===== src/rtl/oqp_ram.sv =====
// Generic single-port-write, single-port-read RAM with registered read data.
module oqp_ram #(
  parameter int Width = 8,
  parameter int Depth = 16
) (
  input  logic                     clk_i,
  input  logic                     we_i,
  input  logic [$clog2(Depth)-1:0] waddr_i,
  input  logic [Width-1:0]         wdata_i,
  input  logic [$clog2(Depth)-1:0] raddr_i,
  output logic [Width-1:0]         rdata_o
);

  logic [Width-1:0] mem_q [Depth];

  // Write port and registered read port.
  always_ff @(posedge clk_i) begin
    if (we_i) begin
      mem_q[waddr_i] <= wdata_i;
    end
    rdata_o <= mem_q[raddr_i];
  end

endmodule

===== config.mk =====
export PLATFORM = sky130hd
export DESIGN_NAME = oqp_ram
export DESIGN_NICKNAME = d
export VERILOG_FILES = /design/src/rtl/oqp_ram.sv
export SDC_FILE = /design/constraint.sdc
export NUM_CORES = 1
export LEC_CHECK = 0
export BUFFER_PORTS_ARGS = -buffer_cell sky130_fd_sc_hd__buf_2
export CORE_MARGIN = 3
export CORE_UTILIZATION = 45
export DETAILED_ROUTE_END_ITERATION = 10
export GPL_ROUTABILITY_DRIVEN = 1
export SLEW_MARGIN = 20
export SYNTH_ARGS = -nofsm -noshare
export SYNTH_HDL_FRONTEND = slang
export SYNTH_SLANG_ARGS = --single-unit

===== constraint.sdc =====
create_clock -name clk_i -period 4.41 [get_ports clk_i]
set_input_delay 0.6615 -clock clk_i [delete_from_list [all_inputs] [get_ports clk_i]]
set_output_delay 0.6615 -clock clk_i [all_outputs]
set_load 0.02 [all_outputs]

==> out/qor.yml, run 1 <==
run_status: "completed"
final-instance-count-excl-fill: 420
post-route-drc-count: 0
n_antenna_cell: 0
critPathMaxFanout: 8
cts.hold.buffers_added: 0
cts_root_buf: "clkbuf_16"
holdWs_ns: 0.646
wl_per_cell_um: 22.6
syn_avg_cell_area_um2: 22.5
drtPass1Iterations: 4
synth_seq_area_share_pct: 77.8
ys_types: 19
path_clk_slew_ns: 0.05
clock_sinks: 136
dieHeight_um: 113
syn_area_um2: 5150
finalCriticalPeriod_ns: 1.95
crit_start: "waddr_i[2]"
synth_xor_area_share_pct: 0
hold_viol: 0
internal-power_mw: 2.27
dieArea_um2: 12800
worstRegToRegCells: 3
dpl.hpwl_mm: 5.75
clk_latency_ns: 0.40
cts_made_buffers: 17
nets: 285
tns_ns: 0
hold_class: "in -> reg"
peakVddDrop_mv: 0.285
switchingPower_mw: 0.604
core_um2: 11000
placed_area_um2: 5400
startpoint_type: "input pin"
port_buffers: 25
wirelength_mm: 9.48
rsz0062_at_grt: "no"
crit_end: "mem_q[2][3]"
r2r_setup_slack_ns: 3.03
synth_mux_area_share_pct: 15.0
synthToLayoutAreaGrowth_pct: 15.6
fin_crit_sh_pct: 44.2
cp.arrival_ns: 1.97
setup_viol: 0
path_class: "in -> reg"
clock_power_share_pct: 44.8
overflow: 0
die_x_um: 113
cts_resized: 0
p_sw_share_pct: 21.0
p_per_area_nw_per_um2: 483
drt_first_iter_violations: 200
power_frac_comb_pct: 4.7
seqPwrFrac_pct: 50.5
tightest_slew_ns: 1.08
yosys-top-cells-area: "edfxtp_1 (75%), mux4_2 (7.9%), mux4_1 (7.1%)"
via_count: 2310
cts_tree: "built"
yosysTopAreaCell: "edfxtp_1"
initial_utilization_pct: 46.7
cap_violations: 0
final_common_cell: "edfxtp_1"
grt_antenna_before_repair: 0
viasPerCell: 5.50
synth_compound_area_share_pct: 2.33
final_antenna_net_count: 0
setup_slack_ns: 2.46
post_cts_buffers: 0
detailedPlace.worstSlack_ns: 1.68
report.power.total_mw: 2.88
p_leak_nw: 1.97
ys_ff_latch: 136
r2r_start: "mem_q[1][5]"
grt_use_total_pct: 16.3
nFillCells: 866
rows: 38
grt_pass1_wl_mm: 14.7
fmax_mhz: 513
clock_path_buffers: 2
htreeDepth: 4
fin_area_um2: 5950
final_cell_mix: "edfxtp_1 (128), buf_2 (24), mux4_2 (18)"
synthCells: 229
place_inst: 388
gp_congestion: 0.701
io_pins: 26
slew_headroom_pct: 27.7
worstReg2RegEnd: "rdata_o[5]"
syn-num-nets: 247
synth.top_cell.area_share_pct: 74.7
grt_pass1_vias: 2417
ys.warnings.count: 0
worstPathRequired_ns: 4.43
synth_top_family_by_area: "multiplexers"
critPathCaptureType: "register"
grt_max_degree: 33
finClkSkew_ns: 0.00805
synthAdderAreaFrac_pct: 0
synthSimpleGateAreaFrac_pct: 3.18
slew_violations: 0
fin_util_pct: 54.0
layout-drive-gt1-share_pct: 27.9
-- logic make-up after synthesis --
group                  count (synthesis)
and+or+nand+nor                       35
DFF                                  136
buffers and inverters                 10
AOI/OAI and AO/OA                     16
muxes                                 32
-- Yosys cell counts, drive strengths merged --
cell	n
a22oi	16
and2	1
and2b	1
buf	7
clkdlybuf4s25	3
dfxtp	8
edfxtp	128
mux4	32
nand2	9
nand2b	2
nand3	1
nand3b	2
nor2	13
nor2b	1
nor3	4
or3b	1
-- critical path, stage by stage --
cell	delay [ns]
buf_2	0.11
or3b_2	0.52
nor2_1	0.68
-- sequential cells by signal, indices dropped and copies added (netlist names) --
name and count:
mem_q 128, rdata_o 8
-- layer usage --
| layer | part of all wire, % | up-vias | GRT usage [%] |
|---|---|---|---|
| met5 | 0 | - | 0 |
| met4 | 0.77 | 0 | 6.25 |
| met3 | 5.4 | 4 | 3.85 |
| met2 | 51 | 61 | 25.0 |
| met1 | 43 | 1194 | 23.1 |
| li1 | - | 1051 | - |
-- power groups by stage --
stage / sequential (mW) / clock [mW] / combinational [mW]
after floorplan: 1.49 / 0 / 0.0734
after global placement: 1.48 / 0 / 0.134
after detailed placement: 1.48 / 0 / 0.136
after CTS: 1.46 / 1.31 / 0.137
after global routing: 1.46 / 1.37 / 0.147
final: 1.45 / 1.29 / 0.134
-- cell type report --
cell class | instances | area, µm² | area share (%)
sequential | 136 | 4000 | 67.3
multi-input combinational | 83 | 1060 | 17.8
clock buffer | 18 | 429 | 7.21
tap | 140 | 175 | 2.94
timing repair buffer | 29 | 158 | 2.65
clock inverter | 14 | 124 | 2.08
-- worst min-delay path by stage --
stage / from / end / slack [ns] / cells past startpoint
3_5_place_dp: mem_q[11][1] / rdata_o[1] / 0.66 / 3
3_3_place_gp: mem_q[14][3] / rdata_o[3] / 0.66 / 3
6_report: wdata_i[3] / mem_q[10][3] / 0.65 / 1
4_1_cts: wdata_i[4] / mem_q[6][4] / 0.63 / 1
2_1_floorplan: mem_q[7][0] / rdata_o[0] / 0.63 / 3
5_1_grt: wdata_i[5] / mem_q[10][5] / 0.64 / 1
(Power assumes the default switching activity.)
==> inputs of run 2 (changes only) <==
Clock period 4.41 ns to 2 ns, I/O delays scaled along.
==> run 2 against run 1 <==
Effect of this change:
- combinational power up 140%
- sequential cell count did not move
- clock power up 130%
- wire length grew 1.7%
- first-iteration DRC count grew 33%
- critical endpoint is now rdata_o[2]
- non-clock buffer count is 18 higher
==> out/qor.yml, run 2 (same netlist as run 1, synthesis figures left out) <==
p_leak_nw: 2.10  # +6.7%
run_status: "completed"
cp.arrival_ns: 1.68  # -0.29 ns
dieHeight_um: 113  # unchanged
post_cts_buffers: 0  # unchanged
cap_violations: 0  # unchanged
rows: 38  # unchanged
setup_slack_ns: 0.611  # -1.85 ns
min_path_cells: 1  # unchanged
clk_latency_ns: 0.41  # about the same
hold_viol: 0  # unchanged
reg_top3: "mem_q: 128 flops, rdata_o: 8 flops"
final-instance-count-excl-fill: 437  # +4.0%
grtUsageMet1_pct: 23.4  # +0.33 points
crit_slowest_cell: "mux4_1"
wl_per_cell_um: 22.1  # -2.2%
fin_crit_sh_pct: 69.5
wirelength_mm: 9.65  # +1.7%
fin_util_pct: 55.6  # +1.6 points
layout-drive-gt1-share_pct: 31.3  # +3.5 points
htreeDepth: 4  # unchanged
worstRegToRegCells: 3  # unchanged
largest_reg_flops: 128  # unchanged
synthToLayoutAreaGrowth_pct: 19.1
finalCriticalPeriod_ns: 1.39
holdPathEnd: "mem_q[1][5]"
placed_area_um2: 5560  # +3.1%
grt_pass1_wl_mm: 15.2  # +3.6%
nFillCells: 824  # -4.8%
gp_congestion: 0.713  # +1.7%
detailedPlace.worstSlack_ns: 0.239  # -1.44 ns
met2_usage_pct: 25.7  # +0.71 points
cts.hold.buffers_added: 0  # unchanged
worstPathRequired_ns: 2.29  # -2.14 ns
largest_register: "mem_q"
hold_class: "in -> reg"
min_from: "wdata_i[5]"
cts_root_buf: "clkbuf_16"
critPathMaxFanout: 1  # -7
core_um2: 11000  # unchanged
slew_headroom_pct: 72.5  # +45 points
clock_sinks: 136  # unchanged
finClkSkew_ns: 0.00621  # -0.00184 ns
overflow: 0  # unchanged
nets: 303  # +6.3%
dpl.hpwl_mm: 6.15  # +6.9%
crit_start: "mem_q[1][2]"
grt_max_degree: 33  # unchanged
initial_utilization_pct: 46.7  # unchanged
tightest_slew_ns: 0.413  # -0.668 ns
critPathTopFamily: "multiplexers"
slew_violations: 0  # unchanged
fmax_mhz: 720
setup_viol: 0  # unchanged
post-route-drc-count: 0  # unchanged
final_common_cell: "edfxtp_1"
final_cell_mix: "edfxtp_1 (128), buf_2 (25), buf_4 (19)"
via_count: 2423  # +4.9%
n_antenna_cell: 0  # unchanged
place_inst: 406  # +4.6%
final_antenna_net_count: 0  # unchanged
viasPerCell: 5.54  # +0.81%
fin_area_um2: 6130  # +3.0%
grt_use_total_pct: 16.7  # +0.42 points
grt.met3_usage_pct: 4.55  # +0.70 points
cts_tree: "built"
startpoint_type: "register"
cts_made_buffers: 17  # unchanged
cpPeakStageDelay_ns: 0.53  # -0.15 ns
port_buffers: 25  # unchanged
grt_pass1_vias: 2547  # +5.4%
path_clk_slew_ns: 0.06  # about the same
r2r_setup_slack_ns: 0.61  # -2.42 ns
die_x_um: 113  # unchanged
path_class: "reg -> reg"
rsz0062_at_grt: "no"
drt_first_iter_violations: 265  # +33%
busiest_layer: "met2"
peakVddDrop_mv: 0.629  # +120%
p_per_area_nw_per_um2: 1060  # +120%
drtPass1Iterations: 4  # unchanged
dieArea_um2: 12800  # unchanged
grt_antenna_before_repair: 0  # unchanged
io_pins: 26  # unchanged
critPathCaptureType: "register"
path_buf_inv: 0  # -1
r2r_start: "mem_q[1][2]"
crit_chain: "mux4_1, a22oi_1, nand2_1"
tns_ns: 0  # unchanged
worstReg2RegEnd: "rdata_o[2]"
cts_resized: 0  # unchanged
clock_path_buffers: 2  # unchanged
run 2: how the worst max path moves through the flow:
stage | to | cells past startpoint | slack (ns)
after floorplan | mem_q[0][0] | 2 | 0.21
after global placement | rdata_o[2] | 5 | 0.26
after detailed placement | rdata_o[2] | 5 | 0.24
after CTS | rdata_o[2] | 3 | 0.60
after global routing | rdata_o[2] | 3 | 0.54
final | rdata_o[2] | 3 | 0.61
run 2: cell type report:
cell class	count	area [µm²]	area share, %
Sequential cell	136	4000	65.3
Multi-Input combinational cell	83	1060	17.2
Clock buffer	20	437	7.12
Timing Repair Buffer	47	328	5.35
Tap cell	140	175	2.86
Clock inverter	11	131	2.14
run 2: stage by stage:
stage / total power, mW / hold WS (ns)
3_5_place_dp: 3.59 / 0.660
4_1_cts: 6.58 / 0.268
2_1_floorplan: 3.44 / 0.399
5_1_grt: 6.75 / 0.286
3_3_place_gp: 3.59 / 0.653
6_report: 6.52 / 0.280
run 2: report_power, final:
part	internal (mW)	switching (mW)	leakage [nW]	total (mW)
Clock	1.93	1.06	0.281	2.99
Combinational	0.134	0.184	0.601	0.318
Sequential	3.19	0.0195	1.22	3.21
Total	5.25	1.27	2.10	6.52
run 2: worst register-to-register path, stage by stage, from the launching register on:
cell and delay, ns:
edfxtp_1 0.36, mux4_1 0.53, a22oi_1 0.28, nand2_1 0.09
run 2: layer usage:
metal	up-vias	share of wire [%]	routed length, µm
met2	86	50	4790
li1	1085	-	-
met5	-	0	0
met3	10	6.7	646
met1	1242	43	4110
met4	0	1.1	104
==> inputs of run 3 (changes only) <==
Settings changed: ABC_AREA from default to 1.
Clock period 2 ns to 1.35 ns, I/O delays scaled along.
==> run 3 against run 2 <==
Effect of this change:
- wire length increased by 37%
- sequential power grew 48%
- cell count is 79% higher
- via count rose by 57%
- critical path depth decreased by 2
- register-to-register slack got worse by 0.26 ns
- synthesized area up 12%
- largest cell class unchanged
==> out/qor.yml, run 3 <==
final_cell_mix: "nand2_1 (173), edfxtp_1 (128), inv_1 (100)"
synthToLayoutAreaGrowth_pct: 17.3
path_buf_inv: 1  # +1
gp_congestion: 0.863  # +21%
slew_headroom_pct: 74.7  # +2.2 points
path_clk_slew_ns: 0.06  # about the same
detailedPlace.worstSlack_ns: 0.0389  # -0.200 ns
wl_per_cell_um: 16.8  # -24%
finClkSkew_ns: 0.00974  # +0.00353 ns
dieArea_um2: 14200  # +11%
synth.top_cell.area_share_pct: 66.7  # -8.0 points
synth_seq_area_share_pct: 69.4  # -8.4 points
cpPeakStageDelay_ns: 0.36  # -0.17 ns
run_status: "completed"
drtPass1Iterations: 4  # unchanged
ys.warnings.count: 0  # unchanged
via_count: 3795  # +57%
cts_root_buf: "clkbuf_16"
final_common_cell: "nand2_1"
setup_viol: 0  # unchanged
dieHeight_um: 119  # +5.5%
setup_slack_ns: 0.182  # -0.429 ns
nFillCells: 1042  # +26%
wl_met3_um: 681  # +5.4%
cap_violations: 0  # unchanged
post-route-drc-count: 0  # unchanged
clock_path_buffers: 2  # unchanged
routed-wl-met2_mm: 6.33  # +32%
report.power.total_mw: 9.60  # +47%
die_x_um: 119  # +5.5%
yosysMostFrequentCell: "nand2_1"
hold_class: "in -> reg"
grt_use_total_pct: 20.1  # +3.4 points
ys_types: 12  # -7
initial_utilization_pct: 47.0  # +0.37 points
critPathTopFamily: "flip-flops"
multi_input_area_um2: 1210  # +15%
final_antenna_net_count: 0  # unchanged
finalCriticalPeriod_ns: 1.17
drt-met1-wl_mm: 5.79  # +41%
path_class: "reg -> out"
synth_edf_count: 128  # unchanged
synthCells: 551  # +140%
fin_util_pct: 55.2  # -0.43 points
largest_reg_flops: 128  # unchanged
tns_ns: 0  # unchanged
fmax_mhz: 857
n_antenna_cell: 0  # unchanged
cts_made_buffers: 17  # unchanged
io_pins: 26  # unchanged
cts.hold.buffers_added: 0  # unchanged
startpoint_type: "register"
r2r_start: "mem_q[0][2]"
grt_antenna_before_repair: 0  # unchanged
p_per_area_nw_per_um2: 1420  # +34%
core_um2: 12300  # +11%
critPathCaptureType: "output pin"
reg_top3: "mem_q: 128 flops, rdata_o: 8 flops"
nets: 619  # +100%
crit_chain: "buf_2"
crit_start: "rdata_o[4]"
peakVddDrop_mv: 1.07  # +70%
htreeDepth: 4  # unchanged
port_buffers: 25  # unchanged
rows: 40  # +5.3%
cts_resized: 0  # unchanged
layout-drive-gt1-share_pct: 13.0  # -18 points
tightest_slew_ns: 0.380  # -0.0328 ns
async_flop_share_pct: 0  # unchanged
dpl.hpwl_mm: 8.42  # +37%
hold_viol: 0  # unchanged
crit_slowest_cell: "dfxtp_1"
min_from: "wdata_i[1]"
yosys-top-cells-area: "edfxtp_1 (67%), nand2_1 (11%), nand3_1 (8.4%)"
syn_area_um2: 5770  # +12%
grt_pass1_vias: 3754  # +47%
yosysTopAreaCell: "edfxtp_1"
layout.area.seq_um2: 4000  # unchanged
drt_first_iter_violations: 340  # +28%
viasPerCell: 4.85  # -12%
wirelength_mm: 13.2  # +37%
p_leak_nw: 2.96  # +40%
ys.flop_type: "edfxtp_1"
overflow: 0  # unchanged
fin_crit_sh_pct: 86.5
rsz0062_at_grt: "no"
largest_register: "mem_q"
highest_layer: "met4"
slew_violations: 0  # unchanged
placed_area_um2: 6220  # +12%
clock_sinks: 136  # unchanged
cp.arrival_ns: 0.97  # -0.71 ns
ys_ff_latch: 136  # unchanged
critPathMaxFanout: 1  # unchanged
syn_avg_cell_area_um2: 10.5  # -53%
synthTopCellsByCount: "nand2_1 (173), edfxtp_1 (128), inv_1 (100)"
fin_area_um2: 6760  # +10%
cts_tree: "built"
clk_latency_ns: 0.42  # about the same
post_cts_buffers: 0  # unchanged
syn-num-nets: 569  # +130%
grt_max_degree: 33  # unchanged
grt_pass1_wl_mm: 21.0  # +38%
worstPathRequired_ns: 1.15  # -1.14 ns
## run 3: cell types whose count changed after synthesis, sizes merged, moves of 2 or more
| cell | change |
|---|---|
| nor3 | -4 |
| inv | +102 |
| nand2b | -2 |
| nand3 | +96 |
| clkdlybuf4s25 | -3 |
| buf | +17 |
| a22oi | -16 |
| nand2 | +164 |
| mux4 | -32 |
| nor2 | +4 |
## run 3: worst paths after layout
check	cells past startpoint	end	slack, ns
worst max-delay path	1	rdata_o[4]	0.18
worst min-delay path	1	mem_q[0][1]	0.21
worst max register to register	6	rdata_o[2]	0.35
worst min register to register	6	rdata_o[4]	0.67
## run 3: cell type report
cell class              count  share of cell area (%)
flip-flops and latches    136                    59.2
multi-input cells         289                    17.9
clock buffers              28                    7.34
repair buffers             55                    6.10
inverters                 102                    5.66
well taps                 168                    3.11
clock inverters             4                   0.647
## run 3: routing by layer
| layer | GRT usage, % | vias to the layer above |
|---|---|---|
| li1 | - | 1875 |
| met3 | 4.94 | 26 |
| met5 | 0 | - |
| met1 | 26.8 | 1793 |
| met4 | 9.63 | 0 |
| met2 | 30.9 | 101 |
## run 3: where the power goes
group	switching [mW]	total (mW)	internal (mW)
registers	0.0263	4.75	4.72
clock network	1.55	4.21	2.66
logic	0.439	0.638	0.199
total	2.01	9.60	7.59
## run 3: cells by family (layout without fill, tap and decap cells)
group | count (synthesis) | after routing | synth area share, %
buf+inv | 126 | 189 | 9.52
flops | 136 | 136 | 69.4
simple gates | 289 | 289 | 21.0
## run 3: per-stage QoR
| step | cells | hold slack (ns) |
|---|---|---|
| floorplan | 551 | 0.301 |
| global placement | 750 | 0.622 |
| detailed placement | 750 | 0.620 |
| CTS | 782 | 0.203 |
| global route | 782 | 0.213 |
| finish | 782 | 0.207 |
